**config.mk**
```make
export PLATFORM = sky130hd
export DESIGN_NAME = substring_first_match_search_flat
export DESIGN_NICKNAME = d
export VERILOG_FILES = /design/src/design/sfms_pkg.sv /design/src/design/sfms_if.sv /design/src/design/sfms_cell.sv /design/src/design/sfms_chain.sv /design/src/design/substring_first_match_search.sv /design/src/flat_wrapper.sv
export SDC_FILE = /design/constraint.sdc
export NUM_CORES = 1
export LEC_CHECK = 0
export ABC_AREA = 0
export BUFFER_PORTS_ARGS = -buffer_cell sky130_fd_sc_hd__buf_4
export CAP_MARGIN = 20
export CORE_MARGIN = 5
export CORE_UTILIZATION = 40
export CTS_CLUSTER_DIAMETER = 30
export DETAILED_ROUTE_END_ITERATION = 10
export GPL_TIMING_DRIVEN = 1
export HOLD_SLACK_MARGIN = 0.08
export SETUP_SLACK_MARGIN = 0.02
export SLEW_MARGIN = 20
export SYNTH_ARGS = -nofsm -noshare
export SYNTH_HDL_FRONTEND = slang
export SYNTH_SLANG_ARGS = --single-unit
```
**constraint.sdc**
```tcl
create_clock -name clock -period 23.6 [get_ports clock]
set_input_delay 3.54 -clock clock [delete_from_list [all_inputs] [get_ports clock]]
set_output_delay 3.54 -clock clock [all_outputs]
set_load 0.05 [all_outputs]
```
**src/design/sfms_pkg.sv**
```systemverilog
`timescale 1ns / 1ps
// ----------------------------------------------------------------------------
// sfms_pkg
// Shared types and constants of the first-match substring search.
// ----------------------------------------------------------------------------
package sfms_pkg;

   localparam int NEEDLE_MAX  = 64;
   localparam int COUNT_W     = $clog2(NEEDLE_MAX + 1);
   localparam int CHAR_W      = 8;
   localparam int POS_W       = 32;
   localparam int STATUS_W    = 2;

   typedef enum logic [1:0] {
      CMD_START  = 2'd0,
      CMD_NEEDLE = 2'd1,
      CMD_HAY    = 2'd2,
      CMD_FINISH = 2'd3
   } cmd_type;

   typedef enum logic [STATUS_W-1:0] {
      STATUS_OK        = 2'd0,
      STATUS_OVERFLOW  = 2'd1,
      STATUS_SATURATED = 2'd2
   } status_type;

   // Control broadcast to every cell of the chain
   typedef struct packed {
      logic              clear;
      logic              load;
      logic              shift;
      logic [CHAR_W-1:0] char_value;
   } cell_ctrl_type;

endpackage

```
**src/design/sfms_if.sv**
```systemverilog
`timescale 1ns / 1ps
// ----------------------------------------------------------------------------
// sfms_req_if / sfms_rsp_if
// Valid/ready channels carrying search commands and search results.
// ----------------------------------------------------------------------------
interface sfms_req_if;
   logic                          valid;
   logic                          ready;
   logic [1:0]                    cmd;
   logic [sfms_pkg::CHAR_W-1:0]   char_value;

   modport source (output valid, output cmd, output char_value, input ready);
   modport sink   (input valid, input cmd, input char_value, output ready);
endinterface

interface sfms_rsp_if;
   logic                          valid;
   logic                          ready;
   logic [sfms_pkg::POS_W-1:0]    position;
   logic [sfms_pkg::STATUS_W-1:0] status;

   modport source (output valid, output position, output status, input ready);
   modport sink   (input valid, input position, input status, output ready);
endinterface

```
**src/design/sfms_cell.sv**
```systemverilog
`timescale 1ns / 1ps
// ----------------------------------------------------------------------------
// sfms_cell
// One needle character slot with its partial-match bit.
// ----------------------------------------------------------------------------
module sfms_cell (
   input  logic                        clock,
   input  logic                        reset,
   input  sfms_pkg::cell_ctrl_type     ctrl,
   input  logic [sfms_pkg::CHAR_W-1:0] needle_in,
   input  logic                        used_in,
   input  logic                        used_up,
   input  logic                        match_up,
   output logic [sfms_pkg::CHAR_W-1:0] needle_out,
   output logic                        used_out,
   output logic                        match_out
);

   logic [sfms_pkg::CHAR_W-1:0] needle_ff;
   logic                        used_ff;
   logic                        match_ff;
   logic                        match_in;

   // extend the partial match from the neighbor above, or start one here
   assign match_in = used_ff & (used_up ? match_up : 1'b1)
                     & (needle_ff == ctrl.char_value);

   always_ff @(posedge clock) begin
      if (ctrl.load) begin
         needle_ff <= needle_in;
      end
   end

   always_ff @(posedge clock) begin
      if (reset || ctrl.clear) begin
         used_ff  <= 1'b0;
         match_ff <= 1'b0;
      end else if (ctrl.load) begin
         used_ff  <= used_in;
      end else if (ctrl.shift) begin
         match_ff <= match_in;
      end
   end

   assign needle_out = needle_ff;
   assign used_out   = used_ff;
   assign match_out  = match_ff;

endmodule

```
**src/design/sfms_chain.sv**
```systemverilog
`timescale 1ns / 1ps
// ----------------------------------------------------------------------------
// sfms_chain
// Row of needle cells; needle shifts up on load, match bits flow down.
// ----------------------------------------------------------------------------
module sfms_chain (
   input  logic                    clock,
   input  logic                    reset,
   input  sfms_pkg::cell_ctrl_type ctrl,
   output logic                    full_match
);

   localparam int N = sfms_pkg::NEEDLE_MAX;

   logic [sfms_pkg::CHAR_W-1:0] needle_w [N];
   logic [N-1:0]                used_w;
   logic [N-1:0]                match_w;

   for (genvar j = 0; j < N; j++) begin : g_cell
      logic [sfms_pkg::CHAR_W-1:0] needle_lo;
      logic                        used_lo;
      logic                        used_hi;
      logic                        match_hi;

      if (j == 0) begin : g_bottom
         assign needle_lo = ctrl.char_value;
         assign used_lo   = 1'b1;
      end else begin : g_mid_lo
         assign needle_lo = needle_w[j-1];
         assign used_lo   = used_w[j-1];
      end

      if (j == N - 1) begin : g_top
         assign used_hi  = 1'b0;
         assign match_hi = 1'b0;
      end else begin : g_mid_hi
         assign used_hi  = used_w[j+1];
         assign match_hi = match_w[j+1];
      end

      sfms_cell u_cell (
         .clock      (clock),
         .reset      (reset),
         .ctrl       (ctrl),
         .needle_in  (needle_lo),
         .used_in    (used_lo),
         .used_up    (used_hi),
         .match_up   (match_hi),
         .needle_out (needle_w[j]),
         .used_out   (used_w[j]),
         .match_out  (match_w[j])
      );
   end

   assign full_match = match_w[0];

endmodule

```
**src/design/substring_first_match_search.sv**
```systemverilog
`timescale 1ns / 1ps
// ----------------------------------------------------------------------------
// substring_first_match_search
// First-occurrence substring search over a streamed haystack.
// ----------------------------------------------------------------------------
// Command beats may follow back to back. The needle (up to NEEDLE_MAX
// characters) shifts into a chain of cells, one character per cell; each
// haystack beat moves the partial-match bits one cell down the chain, so a
// full match shows at the bottom cell in the cycle after the beat whose
// character completes it, and its position is latched in the cycle after
// that. A finish beat returns position and status through an output register;
// the request side stalls only while that register holds an untaken result.
// ----------------------------------------------------------------------------
module substring_first_match_search (
   input  logic       clock,
   input  logic       reset,
   sfms_req_if.sink   req_chan,
   sfms_rsp_if.source rsp_chan
);

   localparam logic [sfms_pkg::POS_W-1:0] COUNT_MAX = '1;
   localparam logic [sfms_pkg::COUNT_W-1:0] NEEDLE_FULL =
      sfms_pkg::COUNT_W'(sfms_pkg::NEEDLE_MAX);

   logic [sfms_pkg::COUNT_W-1:0]  needle_count_ff, needle_count_in;
   logic [sfms_pkg::POS_W-1:0]    hay_count_ff, hay_count_in;
   logic [sfms_pkg::POS_W-1:0]    match_pos_ff, match_pos_in;
   logic                          found_ff, found_in;
   logic                          overflow_ff, overflow_in;
   logic                          saturated_ff, saturated_in;
   logic                          rsp_valid_ff, rsp_valid_in;
   logic [sfms_pkg::POS_W-1:0]    rsp_position_ff, rsp_position_in;
   logic [sfms_pkg::STATUS_W-1:0] rsp_status_ff, rsp_status_in;

   logic                          beat;
   logic                          is_start, is_needle, is_hay, is_finish;
   logic                          hay_take;
   logic                          full_match;
   logic                          found_now;
   logic [sfms_pkg::POS_W-1:0]    chain_pos;
   logic [sfms_pkg::POS_W-1:0]    pos_now;
   sfms_pkg::cell_ctrl_type       ctrl;

   assign req_chan.ready = !rsp_valid_ff || rsp_chan.ready;
   assign beat      = req_chan.valid && req_chan.ready;
   assign is_start  = beat && (req_chan.cmd == sfms_pkg::CMD_START);
   assign is_needle = beat && (req_chan.cmd == sfms_pkg::CMD_NEEDLE);
   assign is_hay    = beat && (req_chan.cmd == sfms_pkg::CMD_HAY);
   assign is_finish = beat && (req_chan.cmd == sfms_pkg::CMD_FINISH);
   assign hay_take  = is_hay && !saturated_ff && (hay_count_ff != COUNT_MAX);

   assign ctrl.clear      = is_start;
   assign ctrl.load       = is_needle && (hay_count_ff == '0) && !saturated_ff
                            && (needle_count_ff != NEEDLE_FULL);
   assign ctrl.shift      = hay_take;
   assign ctrl.char_value = req_chan.char_value;

   sfms_chain u_chain (
      .clock      (clock),
      .reset      (reset),
      .ctrl       (ctrl),
      .full_match (full_match)
   );

   assign chain_pos = hay_count_ff - sfms_pkg::POS_W'(needle_count_ff)
                      + sfms_pkg::POS_W'(1);
   assign found_now = found_ff || full_match;
   assign pos_now   = found_ff ? match_pos_ff : chain_pos;

   always_comb begin
      needle_count_in = needle_count_ff;
      hay_count_in    = hay_count_ff;
      match_pos_in    = match_pos_ff;
      found_in        = found_ff;
      overflow_in     = overflow_ff;
      saturated_in    = saturated_ff;
      if (is_start) begin
         needle_count_in = '0;
         hay_count_in    = '0;
         match_pos_in    = '0;
         found_in        = 1'b0;
         overflow_in     = 1'b0;
         saturated_in    = 1'b0;
      end else begin
         // latch a match completed by the previous haystack beat
         if (full_match && !found_ff) begin
            found_in     = 1'b1;
            match_pos_in = chain_pos;
         end
         if (ctrl.load) begin
            needle_count_in = needle_count_ff + sfms_pkg::COUNT_W'(1);
         end
         if (is_needle && (hay_count_ff == '0) && !saturated_ff
             && (needle_count_ff == NEEDLE_FULL)) begin
            overflow_in = 1'b1;
         end
         if (is_hay && !hay_take) begin
            saturated_in = 1'b1;
         end
         if (hay_take) begin
            hay_count_in = hay_count_ff + sfms_pkg::POS_W'(1);
            if (!found_ff && (needle_count_ff == '0)) begin
               found_in     = 1'b1;
               match_pos_in = sfms_pkg::POS_W'(1);
            end
         end
      end
   end

   always_comb begin
      rsp_valid_in    = rsp_valid_ff && !rsp_chan.ready;
      rsp_position_in = rsp_position_ff;
      rsp_status_in   = rsp_status_ff;
      if (is_finish) begin
         rsp_valid_in = 1'b1;
         if (overflow_ff) begin
            rsp_position_in = '0;
            rsp_status_in   = sfms_pkg::STATUS_OVERFLOW;
         end else begin
            rsp_position_in = found_now ? pos_now : '0;
            rsp_status_in   = saturated_ff ? sfms_pkg::STATUS_SATURATED
                                           : sfms_pkg::STATUS_OK;
         end
      end
   end

   always_ff @(posedge clock) begin
      if (reset) begin
         needle_count_ff <= '0;
         hay_count_ff    <= '0;
         match_pos_ff    <= '0;
         found_ff        <= 1'b0;
         overflow_ff     <= 1'b0;
         saturated_ff    <= 1'b0;
         rsp_valid_ff    <= 1'b0;
      end else begin
         needle_count_ff <= needle_count_in;
         hay_count_ff    <= hay_count_in;
         match_pos_ff    <= match_pos_in;
         found_ff        <= found_in;
         overflow_ff     <= overflow_in;
         saturated_ff    <= saturated_in;
         rsp_valid_ff    <= rsp_valid_in;
      end
   end

   always_ff @(posedge clock) begin
      rsp_position_ff <= rsp_position_in;
      rsp_status_ff   <= rsp_status_in;
   end

   assign rsp_chan.valid    = rsp_valid_ff;
   assign rsp_chan.position = rsp_position_ff;
   assign rsp_chan.status   = rsp_status_ff;

endmodule
```
**src/flat_wrapper.sv**
```systemverilog
// flat-port wrapper written by rule: the top's interface ports become plain ports
module substring_first_match_search_flat 
  (clock, reset, req_chan_valid, req_chan_cmd, req_chan_char_value, req_chan_ready, rsp_chan_valid, rsp_chan_position, rsp_chan_status, rsp_chan_ready);
  sfms_req_if req_chan_i ();
  sfms_rsp_if rsp_chan_i ();
  input  logic clock;
  input  logic reset;
  input wire logic [$bits(req_chan_i.valid)-1:0] req_chan_valid;
  input wire logic [$bits(req_chan_i.cmd)-1:0] req_chan_cmd;
  input wire logic [$bits(req_chan_i.char_value)-1:0] req_chan_char_value;
  output wire logic [$bits(req_chan_i.ready)-1:0] req_chan_ready;
  output wire logic [$bits(rsp_chan_i.valid)-1:0] rsp_chan_valid;
  output wire logic [$bits(rsp_chan_i.position)-1:0] rsp_chan_position;
  output wire logic [$bits(rsp_chan_i.status)-1:0] rsp_chan_status;
  input wire logic [$bits(rsp_chan_i.ready)-1:0] rsp_chan_ready;
  assign req_chan_i.valid = req_chan_valid;
  assign req_chan_i.cmd = req_chan_cmd;
  assign req_chan_i.char_value = req_chan_char_value;
  assign req_chan_ready = req_chan_i.ready;
  assign rsp_chan_valid = rsp_chan_i.valid;
  assign rsp_chan_position = rsp_chan_i.position;
  assign rsp_chan_status = rsp_chan_i.status;
  assign rsp_chan_i.ready = rsp_chan_ready;
  substring_first_match_search u_core (.clock(clock), .reset(reset), .req_chan(req_chan_i), .rsp_chan(rsp_chan_i));
endmodule
```
=== After elaboration in Yosys (flattened, before gate mapping) ===
Index checks and enable logic that the tools add are counted.
Widths: inputs -> output; s select.

* Add/subtract/negate cells: 4
* Multiply operators: 0
* Div/mod/pow operators: 0
* $lt $le $gt $ge: 0
* Equal/unequal tests: 70
* Shift operators: 0
* Multiplexer cells: 72
* Bitwise gates (word level): 129
* Reductions and logical operators: 29

{| class="wikitable"
|+ Operators with widths
! kind !! count
|-
| $eq 8x8->1 || 64
|-
| $mux 32 || 4
|-
| $and 1x1->1 || 127
|-
| $mux 1 || 67
|-
| $add 32x1->32 const B || 2
|-
| $logic_not 32->1 || 1
|-
| $ne 32x32->1 const B || 1
|-
| $sub 32x7->32 || 1
|-
| $logic_and 1x1->1 || 15
|-
| $add 7x1->7 const B || 1
|-
| $eq 7x7->1 const B || 1
|-
| $logic_not 7->1 || 1
|-
| $ne 7x7->1 const B || 1
|-
| $logic_not 1->1 || 5
|-
| $eq 2x2->1 const B || 2
|-
| $reduce_or 2->1 || 2
|-
| $logic_or 1x1->1 || 3
|-
| $eq 2x1->1 const B || 1
|-
| $logic_not 2->1 || 1
|-
| $mux 2 || 1
|-
| $not 1->1 || 2
|-
| $reduce_and 2->1 || 1
|}

* Register bits after elaboration: 749
* Bits in latches: 0
* RAM bits: 0
* ROM bits: 0
* Input bits: 14
* Logic and storage cells: 505
* Memories: 0

=== Depth between registers and ports, before layout ===
Gate-level depths: netlist of the first run.

* Depth in word-level cells: 9
* Depth in mapped cells: 13
* Gate-level depth less buffers: 13

=== Cells and area by module ===
From an unflattened synthesis of the first run, not the netlist that was laid out.

* Cell total of the unflattened synthesis: 2661
* Area total of the unflattened synthesis: 33901.3 um^2

{| class="wikitable"
|+ Modules (own cells, without submodules)
! module !! instances !! cells an instance !! area an instance (um^2) !! sequential area each (um^2)
|-
| sfms_cell || 64 || 29 || 420.4 || 280.3
|-
| substring_first_match_search || 1 || 803 || 6988.0 || 2522.4
|-
| sfms_chain || 1 || 2 || 7.5 || 0.0
|}

=== Worst setup path before layout of the first run ===
No wires, ideal clock.

* Kind: input to register
* Start: in rsp_chan_ready
* End: reg u_core.u_chain.g_cell[0].u_cell.needle_ff (netlist bit u_core.u_chain.g_cell[0].u_cell.needle_out[0]) (enable)
* Library setup time: 1081 ps
* Arrival: 18650 ps
* Required time: 22519 ps
* Setup slack: 3869 ps
* Cell stages on the path: 8
* Path buffers: 1
* Path through: nand2b_1 nand2_1 nor2_1 nand4_1 inv_1 nand2_1 inv_2 clkbuf_1

{| class="wikitable"
|+ RTL lines
! item !! RTL line !! text
|-
| from (decl) || flat_wrapper.sv:15 || <nowiki>input wire logic [$bits(rsp_chan_i.ready)-1:0] rsp_chan_ready;</nowiki>
|-
| to (signal assigned) || sfms_cell.sv:30 || <nowiki>needle_ff <= needle_in;</nowiki>
|-
| to (decl) || sfms_cell.sv:19 || <nowiki>logic [sfms_pkg::CHAR_W-1:0] needle_ff;</nowiki>
|}

=== Final worst setup path of the first run ===
* Start: in rsp_chan_ready
* End: out req_chan_ready

* Cells in the longest elaborated chain, start to end: 1

{| class="wikitable"
|+ Ends and longest elaborated chain
! item !! RTL line !! text
|-
| $logic_or 1x1->1 || substring_first_match_search.sv:44 || <nowiki>assign req_chan.ready = !rsp_valid_ff || rsp_chan.ready;</nowiki>
|-
| to (decl) || flat_wrapper.sv:11 || <nowiki>output wire logic [$bits(req_chan_i.ready)-1:0] req_chan_ready;</nowiki>
|}

Every way passes these cells.

==> flow_summary.toml, run 1 <==
[status]
outcome = "finished clean"

[worst_setup_path]
crit_fanout = 6
crit_top_cell = "buf_4"
path_cells = "buf_4 -> nand2b_1 -> buf_4"
path_class = "in -> out"
end_kind = "output port"
max_stage_delay_ps = 240
arrival_ps = 4120
ff2ff_path_depth = 9
cp_slowest_cell = "buf_4"
cp-start-kind = "input port"
worstPathRequired_ps = 20060

[route]
vias = 20400
post_drt_wl_per_cell_um = 17.8
ant_nets = 0
wirelength_um = 71000
drc = 0
via_per_inst = 5.11
drt_pre_antenna_iters = 5
drtIter0Drc = 1514

[logic_synthesis]
synth-async-reset-ratio = 0
synthFlopType = "edfxtp_1"
synth_area_mm2 = 0.0329
seq_area_frac_synth = 0.622
syn_avg_cell_area_um2 = 12.2
yosysUniqueCellTypes = 68
syn_inst = 2701
synth_edf_count = 546
synth_seq_cells = 749
ys_warn_count = 0
syn_nets = 2793

[placed_design]
place_congestion = 0.866
pre_cts_slack_ps = 15970
io_buffers = 49
hpwlAfterDp_um = 42300
placed_cell_area_mm2 = 0.0343
placed_cells = 3713

[worst_hold_path]
hold_path.class = "reg -> reg"
holdPathStages = 0

[pwr]
p_leak_nw = 13.0
power.density_mw_per_mm2 = 95.4
total_power_mw = 3.78
ir_drop_mv = 0.0652

[timing]
period_share = 0.325
finalSetupTns_ps = 0
worst_pin_slew_ps = 1070
setup_viol = 0
relSlewSlack = 0.290
clock.fmax_ghz = 0.130
fin_skew_ps = 33.1
final_hold_viol_count = 0
whs_ps = 446
rsz0062_at_grt = "no"
setup_ws_ps = 15940
fin_crit_ps = 7660
final-max-slew-violation-count = 0

[layout]
nFillCells = 7114
final_common_cell = "edfxtp_1"
regArea_mm2 = 0.0205
stdcell_area_mm2 = 0.0397
drive_gt1_frac = 0.117
fin_nets = 2885
stdcell_count = 3989
post-route-util = 0.485
multiInputGateArea_mm2 = 0.0115
final_cell_mix = "edfxtp_1, xor2_1, xnor2_1, nand2_1, dfxtp_1"
areaGrowthSynthToFinish_pct = 20.5
insertedDiodeCount = 0

[global_routing]
grt_max_degree = 197
grt_pass1_vias = 21000
grt_pass1_wl_um = 115000
grt_antenna_before_repair = 0
gr-total-overflow = 0
grt_usage = 0.159

[cts]
cts-root-buf = "clkbuf_16"
cts_buffer_depth = 3
cts_tree = "done"
cts_resized = 0
clk_pin_slew_ps = 50
cts_sinks = 749
h-tree-depth = 4
cts_hold_buffers = 0
worstSkewPairLatency_ps = 700
cts_setup_buffers = 0
numCtsBuffers = 148

[die]
fp.dieArea_mm2 = 0.0881
die_w_um = 297
row_count = 105
die_h_um = 297
initial_core_util = 0.402
ioPinCount = 50
coreArea_mm2 = 0.0818

[run]
max_cap_violations = 0
[cells in the mapped netlist (3+ instances only)]
cell | instances | area share
and3_1 | 8 | 0.0015
dfxtp_1 | 203 | 0.12
xor2_1 | 335 | 0.089
a31oi_1 | 5 | 0.00095
xnor2_1 | 241 | 0.064
mux2i_1 | 8 | 0.0024
o21ai_0 | 85 | 0.013
nor2_1 | 179 | 0.020
a41oi_1 | 3 | 0.00080
buf_2 | 25 | 0.0038
nor3_1 | 14 | 0.0021
or2_2 | 3 | 0.00057
or3_1 | 3 | 0.00057
o2111ai_1 | 3 | 0.00080
buf_6 | 3 | 0.0010
clkbuf_1 | 62 | 0.0071
a21oi_1 | 187 | 0.028
a21o_1 | 5 | 0.0011
edfxtp_1 | 546 | 0.50
buf_1 | 34 | 0.0039
nand2b_1 | 12 | 0.0023
nor2b_1 | 14 | 0.0027
o31ai_1 | 4 | 0.00091
o211ai_1 | 5 | 0.0011
nand3_1 | 24 | 0.0036
nor4_1 | 131 | 0.025
inv_1 | 122 | 0.014
nand4_1 | 77 | 0.015
a211oi_1 | 18 | 0.0041
nand2_1 | 219 | 0.025
and4_1 | 3 | 0.00080
ha_1 | 77 | 0.029
[power by group]
group	switching (mW)	total [mW]	internal, mW
combinational	0.0861	0.124	0.0378
sequential	0.0141	1.45	1.43
clock	0.705	2.21	1.51
[state kept, by name, indices dropped and copies added (netlist names), 2 cells and up]
signal                                   cells
u_core.rsp_chan.position                    32
u_core.u_chain.g_cell.u_cell.used_out       64
u_core.needle_count_ff                       7
u_core.match_pos_ff                         32
u_core.u_chain.g_cell.u_cell.needle_out    512
u_core.rsp_chan.status                       2
u_core.hay_count_ff                         32
u_core.u_chain.g_cell.u_cell.match_out      64
[cell families after synthesis]
kind of cell,share of synthesized area
AO/OA/AOI/OAI,0.0601
adder cells (fa/ha/maj),0.0299
flip-flops,0.622
XOR/XNOR,0.154
multiplexers,0.00243
buffers and inverters,0.0306
AND/OR/NAND/NOR,0.102
[worst max-delay path: cells and delay by family]
kind | cells | cell delay, ps
AND/OR/NAND/NOR | 1 | 230
buffers and inverters | 2 | 340
[per-layer routing]
| metal | global-route usage | up-vias | share of wire |
|---|---|---|---|
| li1 | - | 9732 | - |
| met1 | 0.224 | 10100 | 0.48 |
| met2 | 0.250 | 393 | 0.46 |
| met3 | 0.0324 | 126 | 0.042 |
| met5 | 0 | - | 0 |
| met4 | 0.0507 | 0 | 0.021 |
[worst paths after layout]
check                                                            from                                                        to  slack (ps)
min          u_core.u_chain.g_cell[61].u_cell.needle_out[6]$_DFFE_PP_  u_core.u_chain.g_cell[62].u_cell.needle_out[6]$_DFFE_PP_         450
max                                                    rsp_chan_ready                                            req_chan_ready       15940
min reg2reg  u_core.u_chain.g_cell[61].u_cell.needle_out[6]$_DFFE_PP_  u_core.u_chain.g_cell[62].u_cell.needle_out[6]$_DFFE_PP_         450
max reg2reg                      u_core.hay_count_ff[28]$_SDFFE_PP0P_  u_core.u_chain.g_cell[39].u_cell.needle_out[0]$_DFFE_PP_       19280
[final cells by class]
type | count | share of cell area
inverter | 124 | 0.0119
clock buffer | 188 | 0.103
multi-input combinational | 1701 | 0.289
timing repair buffer | 69 | 0.0134
clock inverter | 88 | 0.0332
tap | 1070 | 0.0337
sequential | 749 | 0.516
(Power assumes the default switching activity.)
==> run 2, diff against run 1 <==
==> constraint.sdc (replaced) <==
create_clock -name clock -period 6.15 [get_ports clock]
set_input_delay 0.9225 -clock clock [delete_from_list [all_inputs] [get_ports clock]]
set_output_delay 0.9225 -clock clock [all_outputs]
set_load 0.05 [all_outputs]
==> run 2 against run 1 <==
  * Design area down 0.55%
  * Wire length rose by 2.4%
  * Cell count down 0.18%
  * Global-route usage grew 0.29 points
  * Clock skew about the same
  * First-iteration DRC count fell by 2.6%
  * Sequential share of layout area rose by 0.29 points
  * Register-to-register slack got worse by 17000 ps
  * Die area unchanged
  * Largest cell class unchanged
  * Highest routed layer unchanged
==> flow_summary.toml, run 2 (synthesis gave the netlist of run 1 again) <==
[placed_design]
io_buffers = 49
hpwlAfterDp_um = 44000
place_congestion = 0.883
placed_cell_area_mm2 = 0.0344
pre_cts_slack_ps = 1970

[layout]
regArea_mm2 = 0.0205
nFillCells = 7059
final_common_cell = "edfxtp_1"
insertedDiodeCount = 0
largest_reg_flops = 512
stdcell_area_mm2 = 0.0395
multiInputGateArea_mm2 = 0.0115
fin_nets = 2884
areaGrowthSynthToFinish_pct = 19.8
final_cell_mix = "edfxtp_1, xor2_1, xnor2_1, nand2_1, dfxtp_1"
drive_gt1_frac = 0.112

[die]
die_w_um = 297
fp.dieArea_mm2 = 0.0881
initial_core_util = 0.402
row_count = 105
die_h_um = 297
ioPinCount = 50
coreArea_mm2 = 0.0818

[worst_setup_path]
cp-start-kind = "register"
arrival_ps = 4010
end_kind = "register"
worstPathRequired_ps = 6470
path_class = "reg -> reg"
crit_fanout = 95

[timing]
period_share = 0.600
clock.fmax_ghz = 0.271
fin_crit_ps = 3690
relSlewSlack = 0.362
rsz0062_at_grt = "no"
final_hold_viol_count = 0
setup_ws_ps = 2460
setup_viol = 0
final-max-slew-violation-count = 0
fin_skew_ps = 33.5
worst_pin_slew_ps = 957
whs_ps = 420
finalSetupTns_ps = 0

[route]
ant_nets = 0
post_drt_wl_per_cell_um = 18.3
drt_pre_antenna_iters = 7
drtIter0Drc = 1474
wirelength_um = 72700
drc = 0
via_per_inst = 5.13
vias = 20400

[pwr]
power.density_mw_per_mm2 = 358
p_leak_nw = 12.9
ir_drop_mv = 0.269

[cts]
cts_setup_buffers = 0
cts_hold_buffers = 0
cts_sinks = 749
numCtsBuffers = 143
cts_buffer_depth = 3
clk_pin_slew_ps = 40
cts_tree = "done"
h-tree-depth = 4
cts_resized = 0
cts-root-buf = "clkbuf_16"
worstSkewPairLatency_ps = 700

[worst_hold_path]
hold_path.class = "in -> reg"

[run]
max_cap_violations = 0

[status]
outcome = "finished clean"

[global_routing]
grt_antenna_before_repair = 0
grt_pass1_wl_um = 116000
grt_pass1_vias = 21100
grt_usage = 0.162
gr-total-overflow = 0
grt_max_degree = 96
-- run 2: changes by cell type in the layout (fill, tap and decap cells not counted), sizes merged --
| cell | change |
|---|---|
| buf | +4 |
| bufinv | -3 |
| clkbuf | -13 |
| clkinv | -1 |
| clkinvlp | -4 |
| inv | +10 |
-- run 2: final cells by class --
type / instances / share of cell area
Multi-Input combinational cell: 1701 / 0.291
Tap cell: 1070 / 0.0339
Sequential cell: 749 / 0.519
Clock buffer: 175 / 0.0985
Timing Repair Buffer: 73 / 0.0161
Clock inverter: 90 / 0.0299
Inverter: 124 / 0.0120
-- run 2: power breakdown --
group          internal [mW]  switching, mW
clock network           5.45           2.65
logic                  0.151          0.332
registers               5.50         0.0588
-- run 2: critical path, cell delays in order, from the launching register on --
cell      delay [ps]
dfxtp_1          350
inv_1            130
ha_1             160
nand4b_1         140
nor4_1           300
nand4_1          230
inv_1            170
nand2_4          460
inv_8            760
buf_4            520
-- run 2: through the flow --
step	utilization	total power, mW	std cells
floorplan	-	6.00	2701
CTS	0.482	14.3	3982
global placement	0.420	6.13	3717
finish	0.482	14.1	3982
detailed placement	0.420	6.14	3717
global route	0.482	14.6	3982
-- run 2: final timing paths --
kind	start	end	slack (ps)	cells past startpoint
setup / recovery	u_core.hay_count_ff[8]$_SDFFE_PP0P_	u_core.u_chain.g_cell[55].u_cell.needle_out[5]$_DFFE_PP_	2460	9
hold / removal	reset	u_core.rsp_chan.valid$_SDFF_PP0_	420	2
setup reg to reg	u_core.hay_count_ff[8]$_SDFFE_PP0P_	u_core.u_chain.g_cell[55].u_cell.needle_out[5]$_DFFE_PP_	2460	9
hold reg to reg	u_core.match_pos_ff[4]$_SDFF_PP0_	u_core.match_pos_ff[4]$_SDFF_PP0_	450	2
-- run 2: layer usage --
layer  wire length (um)  vias up  global-route usage
met5                  0        -                   0
met4               1980        0              0.0661
met3               3390      143              0.0332
met2              32900      483               0.250
met1              34400    10100               0.226
li1                   -     9739                   -
==> run 3, diff against run 2 <==
==> constraint.sdc (replaced) <==
create_clock -name clock -period 3.74 [get_ports clock]
set_input_delay 0.561 -clock clock [delete_from_list [all_inputs] [get_ports clock]]
set_output_delay 0.561 -clock clock [all_outputs]
set_load 0.05 [all_outputs]
==> run 3 against run 2 <==
  * Via count up 1.1%
  * Sequential cell count is the same
  * Cell count grew 0.73%
  * Register-to-register slack lost 2000 ps
  * Clock skew rose by 15 ps
  * Die area stayed put
==> flow_summary.toml, run 3 (synthesis gave the netlist of run 1 again) <==
[status]
outcome = "finished clean"

[die]
coreArea_mm2 = 0.0818
ioPinCount = 50
row_count = 105
fp.dieArea_mm2 = 0.0881
initial_core_util = 0.402
die_h_um = 297
die_w_um = 297

[layout]
fin_nets = 2911
nFillCells = 7087
post-route-util = 0.487
multiInputGateArea_mm2 = 0.0115
final_cell_mix = "edfxtp_1, xor2_1, xnor2_1, nand2_1, dfxtp_1"
largest_reg_flops = 512
final_common_cell = "edfxtp_1"
stdcell_area_mm2 = 0.0398
insertedDiodeCount = 0
areaGrowthSynthToFinish_pct = 21.0
regArea_mm2 = 0.0205
drive_gt1_frac = 0.121

[global_routing]
grt_usage = 0.162
grt_pass1_vias = 21100
grt_max_degree = 108
grt_use_met3 = 0.0320
use_met1 = 0.220
gr-usage-met2 = 0.263
gr-total-overflow = 0
grt_pass1_wl_um = 116000
grt_antenna_before_repair = 0
gr-max-usage-layer = "met2"

[timing]
fin_crit_ps = 3330
period_share = 0.890
finalSetupTns_ps = 0
setup_viol = 0
final_hold_viol_count = 0
fin_skew_ps = 48.2
worst_pin_slew_ps = 1040
final-max-slew-violation-count = 0
relSlewSlack = 0.309
clock.fmax_ghz = 0.301
whs_ps = 201
rsz0062_at_grt = "no"

[run]
max_cap_violations = 0

[route]
drtIter0Drc = 1499
ant_nets = 0
wirelength_um = 73200
post_drt_wl_per_cell_um = 18.3
via_per_inst = 5.15
vias = 20700
drc = 0
drt_pre_antenna_iters = 7

[worst_setup_path]
path_class = "reg -> reg"
arrival_ps = 3770
cp-start-kind = "register"
worstPathRequired_ps = 4180
crit_fanout = 4
end_kind = "register"

[pwr]
power.density_mw_per_mm2 = 583
ir_drop_mv = 0.444
p_leak_nw = 13.1

[placed_design]
io_buffers = 49
hpwlAfterDp_um = 44600
placed_cell_area_mm2 = 0.0347
place_congestion = 0.859

[cts]
cts_resized = 0
cts_sinks = 749
cts_buffer_depth = 3
numCtsBuffers = 144
cts_hold_buffers = 1
worstSkewPairLatency_ps = 720
clk_pin_slew_ps = 50
cts-root-buf = "clkbuf_16"
cts_setup_buffers = 0
h-tree-depth = 4
cts_tree = "done"

[worst_hold_path]
hold_path.class = "in -> reg"
run 3: power breakdown:
group	switching, mW	internal (mW)	total, mW	leakage (nW)
clock	4.59	8.62	13.2	2.42
sequential	0.0934	9.04	9.13	6.28
combinational	0.570	0.284	0.854	4.39
total	5.26	17.9	23.2	13.1
run 3: metal layers:
layer  share of wire  wire length (um)
met5               0                 0
met4           0.022              1600
met3           0.048              3490
met2            0.47             34500
met1            0.46             33600
run 3: layout make-up:
class	count	area share
timing repair buffer	99	0.0253
clock inverter	88	0.0299
inverter	124	0.0119
clock buffer	180	0.0974
multi-input combinational	1701	0.288
tap	1070	0.0336
sequential	749	0.514
run 3: worst paths after layout:
kind | start | to | slack (ps) | depth (start not counted)
hold reg to reg | u_core.u_chain.g_cell[2].u_cell.needle_out[6]$_DFFE_PP_ | u_core.u_chain.g_cell[3].u_cell.needle_out[6]$_DFFE_PP_ | 450 | 0
setup reg to reg | u_core.hay_count_ff[1]$_SDFFE_PP0P_ | u_core.rsp_chan.position[31]$_SDFFCE_PP0P_ | 410 | 13
setup / recovery | u_core.hay_count_ff[1]$_SDFFE_PP0P_ | u_core.rsp_chan.position[31]$_SDFFCE_PP0P_ | 410 | 13
hold / removal | req_chan_valid | u_core.rsp_chan.valid$_SDFF_PP0_ | 200 | 3
run 3: critical path, cell delays in order (launching register included):
cell,delay [ps]
dfxtp_1,380
inv_1,100
ha_1,280
inv_1,40
ha_1,210
fa_1,420
a21o_2,260
a31oi_2,260
o21ba_4,210
o311ai_4,140
o31ai_4,340
o211a_4,210
xnor2_2,130
a211oi_2,100
run 3: per-stage QoR:
step / instances / worst slack [ps] / power [mW]
3_3_place_gp: 3742 / 414 / 10.1
5_1_grt: 4011 / 266 / 24.0
4_1_cts: 4011 / 404 / 23.5
2_1_floorplan: 2701 / 334 / 9.86
3_5_place_dp: 3742 / 378 / 10.1
6_report: 4011 / 413 / 23.2
